--- config.mk ---
export PLATFORM = sky130hd
export DESIGN_NAME = integer_to_text_formatter
export DESIGN_NICKNAME = d
export VERILOG_FILES = /design/src/hw/rtl/ittf_pkg.sv /design/src/hw/rtl/ittf_conv.sv /design/src/hw/rtl/ittf_emit.sv /design/src/hw/rtl/integer_to_text_formatter.sv
export SDC_FILE = /design/constraint.sdc
export NUM_CORES = 1
export LEC_CHECK = 0
export BUFFER_PORTS_ARGS = -buffer_cell sky130_fd_sc_hd__buf_2
export CAP_MARGIN = 40
export CORE_UTILIZATION = 60
export CTS_CLUSTER_SIZE = 20
export DETAILED_ROUTE_END_ITERATION = 12
export MAX_ROUTING_LAYER = met4
export PLACE_DENSITY = 0.79
export SLEW_MARGIN = 20
export SYNTH_ARGS = -nofsm -noshare
export SYNTH_HDL_FRONTEND = slang
export SYNTH_HIERARCHICAL = 1
export SYNTH_SLANG_ARGS = --single-unit
--- constraint.sdc ---
create_clock -name clk -period 9.3 [get_ports clk]
set_clock_uncertainty 0.2 [all_clocks]
set_input_delay 2.79 -clock clk [delete_from_list [all_inputs] [get_ports clk]]
set_output_delay 2.79 -clock clk [all_outputs]
set_load 0.02 [all_outputs]
--- src/hw/rtl/ittf_pkg.sv ---
// ittf_pkg: shared types, field widths, kind codes and character codes
// used by the integer-to-text formatter modules; depends on nothing
package ittf_pkg;

    localparam int VALUE_W    = 64;
    localparam int KIND_W     = 3;
    localparam int PAD_W      = 6;
    localparam int CHAR_W     = 7;
    localparam int DIGIT_W    = 4;
    localparam int NUM_DIGITS = 20;
    localparam int DIGITS_W   = DIGIT_W * NUM_DIGITS;
    localparam int NDIG_W     = 5;
    localparam int BITCNT_W   = 6;

    localparam logic [KIND_W-1:0] KIND_S32 = 3'd0;
    localparam logic [KIND_W-1:0] KIND_U32 = 3'd1;
    localparam logic [KIND_W-1:0] KIND_H32 = 3'd2;
    localparam logic [KIND_W-1:0] KIND_S64 = 3'd3;
    localparam logic [KIND_W-1:0] KIND_U64 = 3'd4;
    localparam logic [KIND_W-1:0] KIND_H64 = 3'd5;

    localparam logic [CHAR_W-1:0] CH_ZERO     = 7'd48;
    localparam logic [CHAR_W-1:0] CH_HEX_BASE = 7'd55;
    localparam logic [CHAR_W-1:0] CH_MINUS    = 7'd45;
    localparam logic [DIGIT_W-1:0] DEC_BASE   = 4'd10;

    typedef struct packed {
        logic [VALUE_W-1:0] value;
        logic [KIND_W-1:0]  format_kind;
        logic [PAD_W-1:0]   pad_width;
    } fmt_item_t;

    typedef struct packed {
        logic [CHAR_W-1:0] char_code;
        logic              last;
    } fmt_result_t;

    typedef struct packed {
        logic                valid;
        logic                neg;
        logic [PAD_W-1:0]    pad;
        logic [DIGITS_W-1:0] digits;
    } conv_res_t;

endpackage

--- src/hw/rtl/ittf_conv.sv ---
// ittf_conv: derives magnitude and sign of one value and builds its digit
// string, hex directly, decimal by bit-serial shift-and-add-3; uses ittf_pkg
module ittf_conv
    import ittf_pkg::*;
(
    input  logic      clk,
    input  logic      rst_n,
    input  logic      load,
    input  fmt_item_t item,
    output logic      busy,
    output conv_res_t res
);

    typedef enum logic [1:0] {
        CV_IDLE = 2'b01,
        CV_RUN  = 2'b10
    } conv_state_t;

    conv_state_t         state_reg, state_next;
    logic                done_reg, done_next;
    logic                neg_reg, neg_next;
    logic [PAD_W-1:0]    pad_reg, pad_next;
    logic [DIGITS_W-1:0] bcd_reg, bcd_next;
    logic [VALUE_W-1:0]  bin_reg, bin_next;
    logic [BITCNT_W-1:0] cnt_reg, cnt_next;

    logic                kind_ok;
    logic                is_hex;
    logic                is_neg;
    logic [VALUE_W-1:0]  mag;
    logic [31:0]         low32;
    logic [DIGITS_W-1:0] bcd_adj;

    always_comb
    begin
        low32   = item.value[31:0];
        kind_ok = 1'b1;
        is_hex  = 1'b0;
        is_neg  = 1'b0;
        mag     = item.value;
        case (item.format_kind)
            KIND_S32:
            begin
                is_neg = low32[31];
                mag    = {32'd0, (low32[31] ? (32'd0 - low32) : low32)};
            end
            KIND_U32:
            begin
                mag = {32'd0, low32};
            end
            KIND_H32:
            begin
                mag    = {32'd0, low32};
                is_hex = 1'b1;
            end
            KIND_S64:
            begin
                is_neg = item.value[VALUE_W-1];
                mag    = item.value[VALUE_W-1] ? (64'd0 - item.value) : item.value;
            end
            KIND_U64:
            begin
                mag = item.value;
            end
            KIND_H64:
            begin
                is_hex = 1'b1;
            end
            default:
            begin
                kind_ok = 1'b0;
            end
        endcase
    end

    // add 3 to every bcd digit of 5 or more
    always_comb
    begin
        for (int i = 0; i < NUM_DIGITS; i++)
        begin
            if (bcd_reg[i*DIGIT_W +: DIGIT_W] >= 4'd5)
                bcd_adj[i*DIGIT_W +: DIGIT_W] = bcd_reg[i*DIGIT_W +: DIGIT_W] + 4'd3;
            else
                bcd_adj[i*DIGIT_W +: DIGIT_W] = bcd_reg[i*DIGIT_W +: DIGIT_W];
        end
    end

    always_comb
    begin
        state_next = state_reg;
        done_next  = 1'b0;
        neg_next   = neg_reg;
        pad_next   = pad_reg;
        bcd_next   = bcd_reg;
        bin_next   = bin_reg;
        cnt_next   = cnt_reg;
        case (state_reg)
            CV_IDLE:
            begin
                if (load && kind_ok)
                begin
                    neg_next = is_neg;
                    pad_next = item.pad_width;
                    if (is_hex)
                    begin
                        bcd_next  = {{(DIGITS_W-VALUE_W){1'b0}}, mag};
                        done_next = 1'b1;
                    end
                    else
                    begin
                        bcd_next   = '0;
                        bin_next   = mag;
                        cnt_next   = '1;
                        state_next = CV_RUN;
                    end
                end
            end
            CV_RUN:
            begin
                bcd_next = {bcd_adj[DIGITS_W-2:0], bin_reg[VALUE_W-1]};
                bin_next = {bin_reg[VALUE_W-2:0], 1'b0};
                cnt_next = cnt_reg - 1'b1;
                if (cnt_reg == '0)
                begin
                    done_next  = 1'b1;
                    state_next = CV_IDLE;
                end
            end
            default:
            begin
                state_next = CV_IDLE;
            end
        endcase
    end

    always_ff @(posedge clk or negedge rst_n)
    begin
        if (!rst_n)
        begin
            state_reg <= CV_IDLE;
            done_reg  <= 1'b0;
        end
        else
        begin
            state_reg <= state_next;
            done_reg  <= done_next;
        end
    end

    always_ff @(posedge clk)
    begin
        neg_reg <= neg_next;
        pad_reg <= pad_next;
        bcd_reg <= bcd_next;
        bin_reg <= bin_next;
        cnt_reg <= cnt_next;
    end

    assign busy       = (state_reg != CV_IDLE) || done_reg;
    assign res.valid  = done_reg;
    assign res.neg    = neg_reg;
    assign res.pad    = pad_reg;
    assign res.digits = bcd_reg;

endmodule

--- src/hw/rtl/ittf_emit.sv ---
// ittf_emit: drops leading zero digits, then sends sign, pad zeros and digits
// one character per cycle, most significant first; uses ittf_pkg
module ittf_emit
    import ittf_pkg::*;
(
    input  logic        clk,
    input  logic        rst_n,
    input  conv_res_t   conv,
    output logic        busy,
    output logic        strobe,
    output fmt_result_t result
);

    typedef enum logic [2:0] {
        EM_IDLE = 3'b001,
        EM_SKIP = 3'b010,
        EM_SEND = 3'b100
    } emit_state_t;

    emit_state_t         state_reg, state_next;
    logic [DIGITS_W-1:0] dig_reg, dig_next;
    logic [NDIG_W-1:0]   nd_reg, nd_next;
    logic                sign_reg, sign_next;
    logic [PAD_W-1:0]    pad_reg, pad_next;
    logic [PAD_W-1:0]    zcnt_reg, zcnt_next;
    logic                strobe_reg, strobe_next;
    fmt_result_t         res_reg, res_next;

    logic [DIGIT_W-1:0]  top_dig;
    logic [PAD_W-1:0]    text_len;
    logic [CHAR_W-1:0]   dig_char;

    always_comb
    begin
        top_dig  = dig_reg[DIGITS_W-1 -: DIGIT_W];
        text_len = {1'b0, nd_reg} + {{(PAD_W-1){1'b0}}, sign_reg};
        if (top_dig < DEC_BASE)
            dig_char = CH_ZERO + {3'd0, top_dig};
        else
            dig_char = CH_HEX_BASE + {3'd0, top_dig};
    end

    always_comb
    begin
        state_next  = state_reg;
        dig_next    = dig_reg;
        nd_next     = nd_reg;
        sign_next   = sign_reg;
        pad_next    = pad_reg;
        zcnt_next   = zcnt_reg;
        strobe_next = 1'b0;
        res_next    = res_reg;
        case (state_reg)
            EM_IDLE:
            begin
                if (conv.valid)
                begin
                    dig_next   = conv.digits;
                    nd_next    = NDIG_W'(NUM_DIGITS);
                    sign_next  = conv.neg;
                    pad_next   = conv.pad;
                    state_next = EM_SKIP;
                end
            end
            EM_SKIP:
            begin
                if ((top_dig == '0) && (nd_reg > 5'd1))
                begin
                    dig_next = {dig_reg[DIGITS_W-DIGIT_W-1:0], {DIGIT_W{1'b0}}};
                    nd_next  = nd_reg - 1'b1;
                end
                else
                begin
                    zcnt_next  = (pad_reg > text_len) ? (pad_reg - text_len) : '0;
                    state_next = EM_SEND;
                end
            end
            EM_SEND:
            begin
                strobe_next = 1'b1;
                if (sign_reg)
                begin
                    res_next.char_code = CH_MINUS;
                    res_next.last      = 1'b0;
                    sign_next          = 1'b0;
                end
                else if (zcnt_reg != '0)
                begin
                    res_next.char_code = CH_ZERO;
                    res_next.last      = 1'b0;
                    zcnt_next          = zcnt_reg - 1'b1;
                end
                else
                begin
                    res_next.char_code = dig_char;
                    res_next.last      = (nd_reg == 5'd1);
                    dig_next = {dig_reg[DIGITS_W-DIGIT_W-1:0], {DIGIT_W{1'b0}}};
                    nd_next  = nd_reg - 1'b1;
                    if (nd_reg == 5'd1)
                        state_next = EM_IDLE;
                end
            end
            default:
            begin
                state_next = EM_IDLE;
            end
        endcase
    end

    always_ff @(posedge clk or negedge rst_n)
    begin
        if (!rst_n)
        begin
            state_reg  <= EM_IDLE;
            strobe_reg <= 1'b0;
        end
        else
        begin
            state_reg  <= state_next;
            strobe_reg <= strobe_next;
        end
    end

    always_ff @(posedge clk)
    begin
        dig_reg  <= dig_next;
        nd_reg   <= nd_next;
        sign_reg <= sign_next;
        pad_reg  <= pad_next;
        zcnt_reg <= zcnt_next;
        res_reg  <= res_next;
    end

    assign busy   = (state_reg != EM_IDLE);
    assign strobe = strobe_reg;
    assign result = res_reg;

endmodule

--- src/hw/rtl/integer_to_text_formatter.sv ---
// integer_to_text_formatter: top level, printf-style integer to ascii text
// depends on ittf_pkg, ittf_conv and ittf_emit
//
//  channel  | handshake           | payload
//  ---------+---------------------+------------------------------------
//  item in  | start high, busy low| item   (value, format_kind, pad_width)
//  char out | strobe, one cycle   | result (char_code, last)
//
// hex kinds: the value is loaded and leading zero digits are dropped, then
// characters go out one per cycle; decimal kinds add a bit-serial
// binary-to-bcd conversion before that
// busy stays high from the accepted transaction to its last character;
// unused kinds are taken and produce nothing; reset clears all control state
// each character is shown for one cycle and the receiver cannot stall it
module integer_to_text_formatter
    import ittf_pkg::*;
(
    input  logic        clk,
    input  logic        rst_n,
    input  logic        start,
    input  fmt_item_t   item,
    output logic        busy,
    output logic        strobe,
    output fmt_result_t result
);

    logic      conv_busy;
    logic      emit_busy;
    logic      accept;
    conv_res_t conv_res;

    assign accept = start && !busy;
    assign busy   = conv_busy || emit_busy;

    ittf_conv u_conv (
        .clk   (clk),
        .rst_n (rst_n),
        .load  (accept),
        .item  (item),
        .busy  (conv_busy),
        .res   (conv_res)
    );

    ittf_emit u_emit (
        .clk    (clk),
        .rst_n  (rst_n),
        .conv   (conv_res),
        .busy   (emit_busy),
        .strobe (strobe),
        .result (result)
    );

endmodule

==> impl_results.md, run 1 <==
* Inserted Clock Buffers at 29
* Clk_lat worst skew at 0.55 ns
* Outcome: finished, final reports clean
* Initial core utilization at 61.0%
* Vias at 11.4k
* TritonCTS clock tree: done
* Synth top area share at 51.6%
* CP required at 9.43 ns
* FP Rows at 58
* DR pass1 iterations at 7
* CTS Sinks at 270
* Worst Hold Class: register to register
* Setup crit end kind: register
* Setup tns final at 0 ns
* Leak at 0.00589 µW
* Met3 Track Usage GR at 3.55%
* Die Height at 162 µm
* Non-Filler Instances at 1,811
* Drt drc at 0
* GP Congestion at 0.985
* Routed Wire Length at 35.8 mm
* Final Net Count at 1,596
* WL per Instance at 19.8 µm
* Post-synth EDFFs at 263
* Switching power at 542 µW
* Setup slack, reg-to-reg at 5.71 ns
* Post-route clock period utilization at 59.2%
* Peak supply drop at 133 µV
* CTS Buffer Depth at 3
* Seq pwr share at 51.7%
* Final Hold Fails at 0
* Layout cell share with drive strength beyond 1 at 12.0%
* Post-DP Area at 16,100 µm²
* RSZ-0062 raised after global routing: false
* Post-Synthesis Cells at 1,396
* H-Tree Depth at 1
* Ant. Diodes at 0
* Combinational power share at 5.0%
* Max_cap viols at 0
* CTS root buf: clkbuf_16
* Area grow syn2layout at 10.9%
* Synth Flop Type: edfxtp_1
* Synth Net Count at 1,532
* Rel. slew slack at 38.8%
* M1 GR Usage at 37.6%
* CTS Hold Bufs at 0
* DIE AREA at 26,200 µm²
* Initial DRC Count at 1,129
* Net Sw Frac at 21.1%
* Asr flop ratio synth at 2.59%
* Clock network power share at 43.3%
* Via density at 6.30
* Worst-path clk slew at 0.06 ns
* Die width at 162 µm
* Setup-failing EPs final at 0
* Seq/Total Area, Yosys at 52.7%
* Initial antenna violation count at 0
* Biggest area consumer among synthesized cells: edfxtp_1
* Placed cell count at 1,757
* Max frequency at 182 MHz
* Pwr per Cell Area at 151 nW/µm²
* Final min period at 5.51 ns
* Slew Viols, Final at 0
* Post-CTS setup buffer count at 0
* IO Port Bufs at 85
* Crit Path Max Fanout at 10
* Detail Route Antenna Nets at 0
* Post-CTS Resized at 0
* Synth Cell Area at 15,300 µm²
* Grt ovf at 0
* Grt met2 use at 44.9%
* HPWL after DPL at 24.3 mm
* Synth cell types at 82
* IO Pins at 86
* Critical Path AT at 5.64 ns
* First-pass GRT wire length at 57.1 mm
* Count leader, synth: edfxtp_1
* Int Pwr at 2020 µW
* Yosys warns at 6
* Core Region at 25,100 µm²
* Vias in the first global route at 11.1k
* Synth area leaders: edfxtp_1, mux2_1, ha_1
* Largest net degree at the start of global routing at 85
* Synth Register Bits at 270
* Fin area at 17,000 µm²
* Synthesized area per cell at 11.0 µm²
* GRT Total Usage at 28.1%
* Critical path class: input port to register
* Commonest cells post-synth: edfxtp_1, nand2_1, a21oi_1
* Top Usage Layer GRT: met2
* Slew @ Worst Pin at 0.910 ns
* Critical path startpoint category: input port
-- power groups by stage --
| stage | Sequential, µW | Combinational [µW] | Clock [µW] |
|---|---|---|---|
| 2_1_floorplan | 1350 | 67.6 | 0 |
| 3_3_place_gp | 1350 | 118 | 0 |
| 5_1_grt | 1330 | 138 | 1170 |
| 4_1_cts | 1330 | 124 | 1130 |
| 3_5_place_dp | 1350 | 123 | 0 |
| 6_report | 1330 | 129 | 1110 |
-- stage by stage --
stage | total power (µW) | util [%] | hold WS, ns | worst slack [ns]
after global placement | 1470 | 63.5 | 0.200 | 3.26
after CTS | 2580 | 67.6 | 0.222 | 3.88
after global routing | 2640 | 67.6 | 0.226 | 3.66
after detailed placement | 1470 | 64.0 | 0.206 | 3.31
final | 2570 | 67.6 | 0.222 | 3.79
after floorplan | 1420 | - | 0.200 | 0.0238
-- final timing paths --
kind | startpoint | endpoint | cells after the start
setup / recovery | item[20] | u_conv/bin_reg[45] | 7
setup reg to reg | u_conv/state_reg[0] | u_conv/bin_reg[37] | 6
min in group asynchronous | rst_n | u_emit/strobe | 1
hold / removal | u_conv/pad_reg[4] | u_emit/pad_reg[4] | 0
hold reg to reg | u_conv/pad_reg[4] | u_emit/pad_reg[4] | 0
max in group asynchronous | rst_n | u_emit/state_reg[0] | 1
-- final cells by class --
cell class	instances	area (µm²)
clock buffer	36	752
clock inverter	16	149
fill	1897	8130
inverter	75	284
multi-input combinational	987	6720
sequential	270	8080
tap	330	413
timing repair buffer	97	592
-- cells in the final DEF, fill, tap and decap left out, types with 6 or more instances in the layout --
| cell type | instances |
|---|---|
| a21oi_1 | 99 |
| a22oi_1 | 6 |
| a31o_2 | 11 |
| a31oi_1 | 6 |
| and2_1 | 6 |
| buf_2 | 85 |
| clkbuf_1 | 7 |
| clkbuf_16 | 29 |
| clkinv_1 | 9 |
| edfxtp_1 | 263 |
| ha_1 | 58 |
| inv_1 | 72 |
| mux2_1 | 76 |
| mux2i_1 | 6 |
| nand2_1 | 130 |
| nand2b_1 | 30 |
| nand3_1 | 30 |
| nand4_1 | 9 |
| nor2_1 | 94 |
| nor2b_1 | 10 |
| nor3_1 | 41 |
| nor3b_1 | 20 |
| nor4_1 | 13 |
| o211ai_1 | 10 |
| o21ai_0 | 80 |
| o21ai_1 | 6 |
| o22ai_1 | 18 |
| o311ai_0 | 9 |
| o31ai_1 | 9 |
| o32ai_1 | 8 |
| o41ai_1 | 6 |
| or3_1 | 21 |
| or4_1 | 13 |
| xnor2_1 | 40 |
| xor2_1 | 37 |
-- critical path, cell delays in order --
cell	delay, ns
buf_2	0.12
or4_4	0.56
or4_4	0.61
or4_1	0.81
o31ai_1	0.44
nand3_1	0.14
o311ai_0	0.15
-- metal layers --
metal / vias to the layer above / routed length [µm]
met4: 0 / 601
met2: 541 / 17200
met1: 5496 / 15200
met3: 59 / 2790
met5: - / 0
li1: 5308 / -
-- cells by family (layout without fill, tap and decap cells) --
kind of cell / Yosys count / count (layout) / synth area share, %
xor gates and xnor gates: 77 / 77 / 4.40
AOI/OAI and AO/OA: 323 / 323 / 13.5
buffers and inverters: 139 / 224 / 3.76
adders and majority gates: 60 / 60 / 4.95
DFF: 270 / 270 / 52.7
muxes: 86 / 86 / 6.27
and+or+nand+nor: 441 / 441 / 14.4
Power figures use the tool's default switching activity.
==> run 2, diff against run 1 <==
- clock period: 9.3 -> 5.25 ns (I/O delays scaled with it)
==> run 2 against run 1 <==
Against the previous run: die area is the same; clock power grew 86%; final cell count grew 0.44%; critical endpoint is now u_conv/bin_reg[55]; register-to-register slack lost 3.8 ns.
==> impl_results.md, run 2 (same netlist as run 1, synthesis figures left out) <==
* Routed Wire Length at 35.4 mm (-1.2%)
* Max frequency at 234 MHz
* Via density at 6.30 (about the same)
* CTS Hold Bufs at 0 (unchanged)
* Crit Path Max Fanout at 10 (unchanged)
* Setup crit end kind: register
* Critical path startpoint category: input port
* Switching power at 997 µW (+84%)
* WL per Instance at 19.4 µm (-1.7%)
* CP max-delay cell: or4_1
* Largest net degree at the start of global routing at 77 (-9.4%)
* Peak supply drop at 229 µV (+72%)
* Worst path top cell family by delay: simple AND/OR/NAND/NOR gates
* Clock network power share at 44.4% (+1.1 points)
* Reg-to-Reg End: u_conv/bcd_reg[48]
* Worst path max stage delay at 0.82 ns (about the same)
* Post-CTS setup buffer count at 0 (unchanged)
* CTS Buffer Depth at 3 (unchanged)
* Grt ovf at 0 (unchanged)
* Setup slack, reg-to-reg at 1.94 ns (-3.77 ns)
* Buf/Inv on CP at 1 (unchanged)
* Clk_lat worst skew at 0.55 ns (about the same)
* Pwr Total at 4640 µW (+81%)
* Detail Route Antenna Nets at 0 (unchanged)
* Critical Path AT at 4.38 ns (-1.26 ns)
* First-pass GRT wire length at 57.0 mm (-0.19%)
* Outcome: finished, final reports clean
* CP dominant cell by count: or4_4
* Post-CTS Resized at 0 (unchanged)
* IO Pins at 86 (unchanged)
* Final Hold Fails at 0 (unchanged)
* Slew @ Worst Pin at 0.831 ns (-0.0788 ns)
* Slew Viols, Final at 0 (unchanged)
* HPWL after DPL at 23.6 mm (-3.1%)
* DIE AREA at 26,200 µm² (unchanged)
* Seq pwr share at 50.6% (-1.1 points)
* CP required at 5.35 ns (-4.08 ns)
* Initial core utilization at 61.0% (unchanged)
* Max_cap viols at 0 (unchanged)
* CTS root buf: clkbuf_16
* Initial DRC Count at 1,231 (+9.0%)
* CP Cell Sequence: buf_2, or4_4, or4_4, or4_1, o41ai_2, o211ai_1, o21a_1
* Fillers at 1,840 (-3.0%)
* Worst Hold Class: register to register
* Final Net Count at 1,600 (+0.25%)
* Rel. slew slack at 44.6% (+5.8 points)
* FP Rows at 58 (unchanged)
* Commonest non-fill, non-tap cell in the layout: edfxtp_1
* Final min period at 4.28 ns
* Critical path class: input port to register
* Post-route clock period utilization at 81.5%
* H-Tree Depth at 1 (unchanged)
* TritonCTS clock tree: done
* Setup-failing EPs final at 0 (unchanged)
* Worst-path clk slew at 0.06 ns (about the same)
* Levels on crit path at 7 (unchanged)
* Drt drc at 0 (unchanged)
* Cells on worst reg2reg path at 7 (+1)
* Setup tns final at 0 ns (unchanged)
* Most frequent cells in the layout: edfxtp_1, nand2_1, a21oi_1
* DR pass1 iterations at 6 (-1)
* Combinational power share at 5.0% (about the same)
* Pwr per Cell Area at 272 nW/µm² (+80%)
* GRT Total Usage at 28.1% (about the same)
* Int Pwr at 3640 µW (+80%)
* Leak at 0.00590 µW (+0.28%)
* Core Region at 25,100 µm² (unchanged)
* Area grow syn2layout at 11.3%
* CTS Sinks at 270 (unchanged)
* Worst r2r src: u_emit/state_reg[0]
* Inserted Clock Buffers at 28 (-3.4%)
* Layout cell share with drive strength beyond 1 at 12.9% (+0.90 points)
* IO Port Bufs at 85 (unchanged)
* RSZ-0062 raised after global routing: false
* Worst Setup SP: item[20]
* Vias in the first global route at 11.1k (unchanged)
* Net Sw Frac at 21.5% (+0.38 points)
* Die width at 162 µm (unchanged)
* Initial antenna violation count at 3 (+3)
* GP Congestion at 0.933 (-5.3%)
* Vias at 11.5k (+0.48%)
* Setup crit end: u_conv/bin_reg[55]
* Die Height at 162 µm (unchanged)
[run 2: cell count changes in the layout (fill, tap and decap cells not counted), sizes merged]
cell	previous run	this run
diode	0	3
buf	96	102
inv	75	74
clkinvlp	0	7
clkinv	13	10
bufinv	3	4
clkbuf	37	32
[run 2: per-stage QoR]
step	util, %	hold slack, ns	setup WS [ns]	instances	instance area, µm²
6_report	67.9	0.219	0.972	1819	17000
5_1_grt	67.9	0.227	0.881	1819	17000
4_1_cts	67.8	0.220	1.02	1815	17000
3_3_place_gp	63.9	0.202	0.518	1762	16000
3_5_place_dp	64.0	0.206	0.450	1763	16100
2_1_floorplan	-	0.200	0.416	1396	15300
[run 2: metal layers]
layer  up-vias  global-route usage (%)  part of all wire, %
met5         -                       -                    0
met4         0                    8.49                  2.3
met3        68                    3.75                  8.3
met2       549                    44.8                   48
met1      5505                    37.5                   42
li1       5337                       -                    -
[run 2: area by class of cell]
type / count / area (µm²) / share of cell area, %
Antenna cell: 3 / 7.51 / 0.0441
Clock buffer: 32 / 737 / 4.32
Clock inverter: 20 / 218 / 1.28
Inverter: 75 / 284 / 1.67
Multi-Input combinational cell: 987 / 6720 / 39.4
Sequential cell: 270 / 8080 / 47.4
Tap cell: 330 / 413 / 2.42
Timing Repair Buffer: 102 / 589 / 3.46
[run 2: how the worst min path moves through the flow]
stage / from / end / cells past startpoint / slack [ns]
6_report: u_conv/pad_reg[2] / u_emit/pad_reg[2] / 0 / 0.22
3_5_place_dp: u_conv/pad_reg[2] / u_emit/pad_reg[2] / 0 / 0.21
3_3_place_gp: u_conv/pad_reg[4] / u_emit/pad_reg[4] / 0 / 0.20
4_1_cts: u_conv/pad_reg[2] / u_emit/pad_reg[2] / 0 / 0.22
2_1_floorplan: u_conv/pad_reg[0] / u_emit/pad_reg[0] / 0 / 0.20
5_1_grt: u_conv/pad_reg[2] / u_emit/pad_reg[2] / 0 / 0.23
[run 2: power by group through the flow]
stage / combinational, µW / clock, µW / sequential, µW
detailed placement: 221 / 0 / 2390
CTS: 223 / 2080 / 2350
global route: 248 / 2160 / 2350
global placement: 214 / 0 / 2390
floorplan: 120 / 0 / 2390
finish: 230 / 2060 / 2350
[run 2: worst reg2reg max path: stages (launching register included)]
cell,delay (ns)
dfstp_2,0.58
inv_1,0.10
or3_1,0.40
nor3b_1,0.27
a21boi_0,0.30
nand2_1,0.20
nand2_4,0.52
buf_4,0.39
==> run 3, diff against run 2 <==
- CORE_UTILIZATION: 60 -> 56
- PLACE_DENSITY: 0.79 -> 0.77
- clock period: 5.25 -> 3.8 ns (I/O delays scaled with it)
==> run 3 against run 2 <==
Against the previous run: routed wire length up 4.2%; worst hold slack worse by 0.0084 ns; setup slack lost 0.84 ns; via count grew 1.7%; clock power grew 38%; design area increased by 2.5%; non-clock buffer count grew 48; total power up 39%; flip-flop and latch count stayed put; global-route usage fell by 0.97 points; core utilization shrank 2.9 points; sequential power grew 38%; largest cell class unchanged; largest power group unchanged.
==> impl_results.md, run 3 (same netlist as run 1, synthesis figures left out) <==
* DR pass1 iterations at 8 (+2)
* Pwr per Cell Area at 368 nW/µm² (+35%)
* Die Height at 167 µm (+3.5%)
* Routed Wire Length at 36.8 mm (+4.2%)
* Clock network power share at 44.1% (-0.3 points)
* Seq pwr share at 50.5% (about the same)
* FP Rows at 60 (+3.4%)
* Worst path max stage delay at 0.60 ns (-0.22 ns)
* Most frequent cells in the layout: edfxtp_1, nand2_1, a21oi_1
* Max frequency at 273 MHz
* Inserted Clock Buffers at 29 (+3.6%)
* CTS Sinks at 270 (unchanged)
* GRT Total Usage at 27.1% (-0.97 points)
* CP dominant cell by count: or4_4
* IO Pins at 86 (unchanged)
* Worst-path clk slew at 0.06 ns (about the same)
* WL per Instance at 19.6 µm (+0.89%)
* Rel. slew slack at 56.8% (+12 points)
* Commonest non-fill, non-tap cell in the layout: edfxtp_1
* IO Port Bufs at 85 (unchanged)
* Largest net degree at the start of global routing at 89 (+16%)
* Initial antenna violation count at 2 (-1)
* Post-route clock period utilization at 96.5%
* Grt ovf at 0 (unchanged)
* Clk_lat worst skew at 0.56 ns (about the same)
* Net Sw Frac at 21.3% (-0.25 points)
* Switching power at 1370 µW (+37%)
* Fillers at 2,011 (+9.3%)
* H-Tree Depth at 1 (unchanged)
* Drt drc at 0 (unchanged)
* Initial core utilization at 57.0% (-4.0 points)
* Finished Core Util at 65.0% (-2.9 points)
* Layout cell share with drive strength beyond 1 at 15.9% (+3.0 points)
* Final Net Count at 1,649 (+3.1%)
* TritonCTS clock tree: done
* Slew @ Worst Pin at 0.649 ns (-0.183 ns)
* Die width at 167 µm (+3.5%)
* CTS root buf: clkbuf_16
* DIE AREA at 28,000 µm² (+7.1%)
* CTS Buffer Depth at 3 (unchanged)
* GP Congestion at 0.950 (+1.9%)
* CP max-delay cell: or4_4
* Crit Path Max Fanout at 7 (-3)
* CP Cell Sequence: buf_2, or4_4, or4_4, buf_4, or4_4, nor4_2, or3_1, a32oi_1
* Setup-failing EPs final at 0 (unchanged)
* Area grow syn2layout at 14.1%
* Post-DP Area at 16,500 µm² (+2.8%)
* Final Hold Fails at 0 (unchanged)
* Combinational power share at 5.4% (+0.4 points)
* Peak supply drop at 330 µV (+44%)
* Post-CTS setup buffer count at 0 (unchanged)
* Fin area at 17,500 µm² (+2.5%)
* Detail Route Antenna Nets at 0 (unchanged)
* CP required at 3.86 ns (-1.49 ns)
* CTS Hold Bufs at 0 (unchanged)
* Critical path startpoint category: input port
* Int Pwr at 5060 µW (+39%)
* Core Region at 26,900 µm² (+7.0%)
* Outcome: finished, final reports clean
* Initial DRC Count at 1,225 (-0.49%)
* Setup crit end kind: register
* Final min period at 3.67 ns
* First-pass GRT wire length at 59.2 mm (+3.8%)
* Slew Viols, Final at 0 (unchanged)
* Setup slack, reg-to-reg at 0.79 ns (-1.15 ns)
* Via density at 6.20 (-1.5%)
* Leak at 0.00617 µW (+4.5%)
* RSZ-0062 raised after global routing: false
* Critical Path AT at 3.73 ns (-0.65 ns)
* Vias in the first global route at 11.4k (+3.2%)
* Worst Hold Class: input port to asynchronous set/reset pin
* Cells on worst reg2reg path at 7 (unchanged)
* Max_cap viols at 0 (unchanged)
* Post-CTS Resized at 0 (unchanged)
* Critical path class: input port to register
* Vias at 11.7k (+1.7%)
* HPWL after DPL at 25.3 mm (+7.5%)
run 3: changes by cell type in the layout (fill, tap and decap cells not counted), moves of 2 or more:
| cell | previous run | this run |
|---|---|---|
| nor4_2 | 0 | 2 |
| buf_4 | 14 | 60 |
| clkinvlp_4 | 7 | 0 |
| clkinv_2 | 5 | 8 |
| clkbuf_1 | 3 | 5 |
| buf_12 | 1 | 5 |
| clkinv_1 | 4 | 6 |
| nor4_1 | 13 | 11 |
run 3: area by class of cell:
| type | instances | area, µm² | area share, % |
|---|---|---|---|
| antenna | 2 | 5.00 | 0.0286 |
| clock buffer | 35 | 758 | 4.34 |
| clock inverter | 18 | 188 | 1.07 |
| inverter | 75 | 284 | 1.63 |
| multi-input combinational | 987 | 6760 | 38.7 |
| sequential | 270 | 8080 | 46.2 |
| tap | 341 | 427 | 2.44 |
| timing repair buffer | 150 | 976 | 5.59 |
run 3: per-stage QoR:
step / worst slack, ns / hold slack [ns] / power [µW] / cells / TNS, ns
final: 0.133 / 0.211 / 6430 / 1878 / 0
after global routing: 0.103 / 0.207 / 6590 / 1878 / 0
after CTS: 0.189 / 0.191 / 6470 / 1876 / 0
after detailed placement: -0.381 / 0.205 / 3650 / 1823 / -9.28
after global placement: -0.324 / 0.202 / 3640 / 1823 / -6.89
after floorplan: -0.150 / 0.200 / 3480 / 1396 / -0.925
run 3: worst max-delay path: cells and delay by family:
family	cells	cell delay, ns
AOI/OAI and AO/OA	1	0.09
buffers and inverters	2	0.30
and+or+nand+nor	5	2.19
run 3: final timing paths:
check                               startpoint             endpoint
max                                   item[20]   u_conv/bin_reg[48]
max in group asynchronous                rst_n  u_conv/state_reg[0]
min                                      rst_n  u_emit/state_reg[2]
min reg2reg                  u_conv/pad_reg[5]    u_emit/pad_reg[5]
min in group clk             u_conv/pad_reg[5]    u_emit/pad_reg[5]
max reg2reg                u_emit/state_reg[0]   u_conv/bcd_reg[53]
run 3: layer usage:
metal  global-route usage, %  share of wire (%)  vias up  routed length [µm]
li1                        -                  -     5427                   -
met1                    35.2                 42     5592               15400
met2                    44.4                 48      515               17600
met3                    3.05                7.0      118                2580
met4                    9.25                3.2        0                1200
met5                       -                  0        -                   0
run 3: power groups by stage:
stage	registers, µW	logic, µW	clock network (µW)
4_1_cts	3240	340	2890
3_5_place_dp	3310	338	0
6_report	3240	348	2840
3_3_place_gp	3310	328	0
5_1_grt	3240	373	2980
2_1_floorplan	3310	168	0
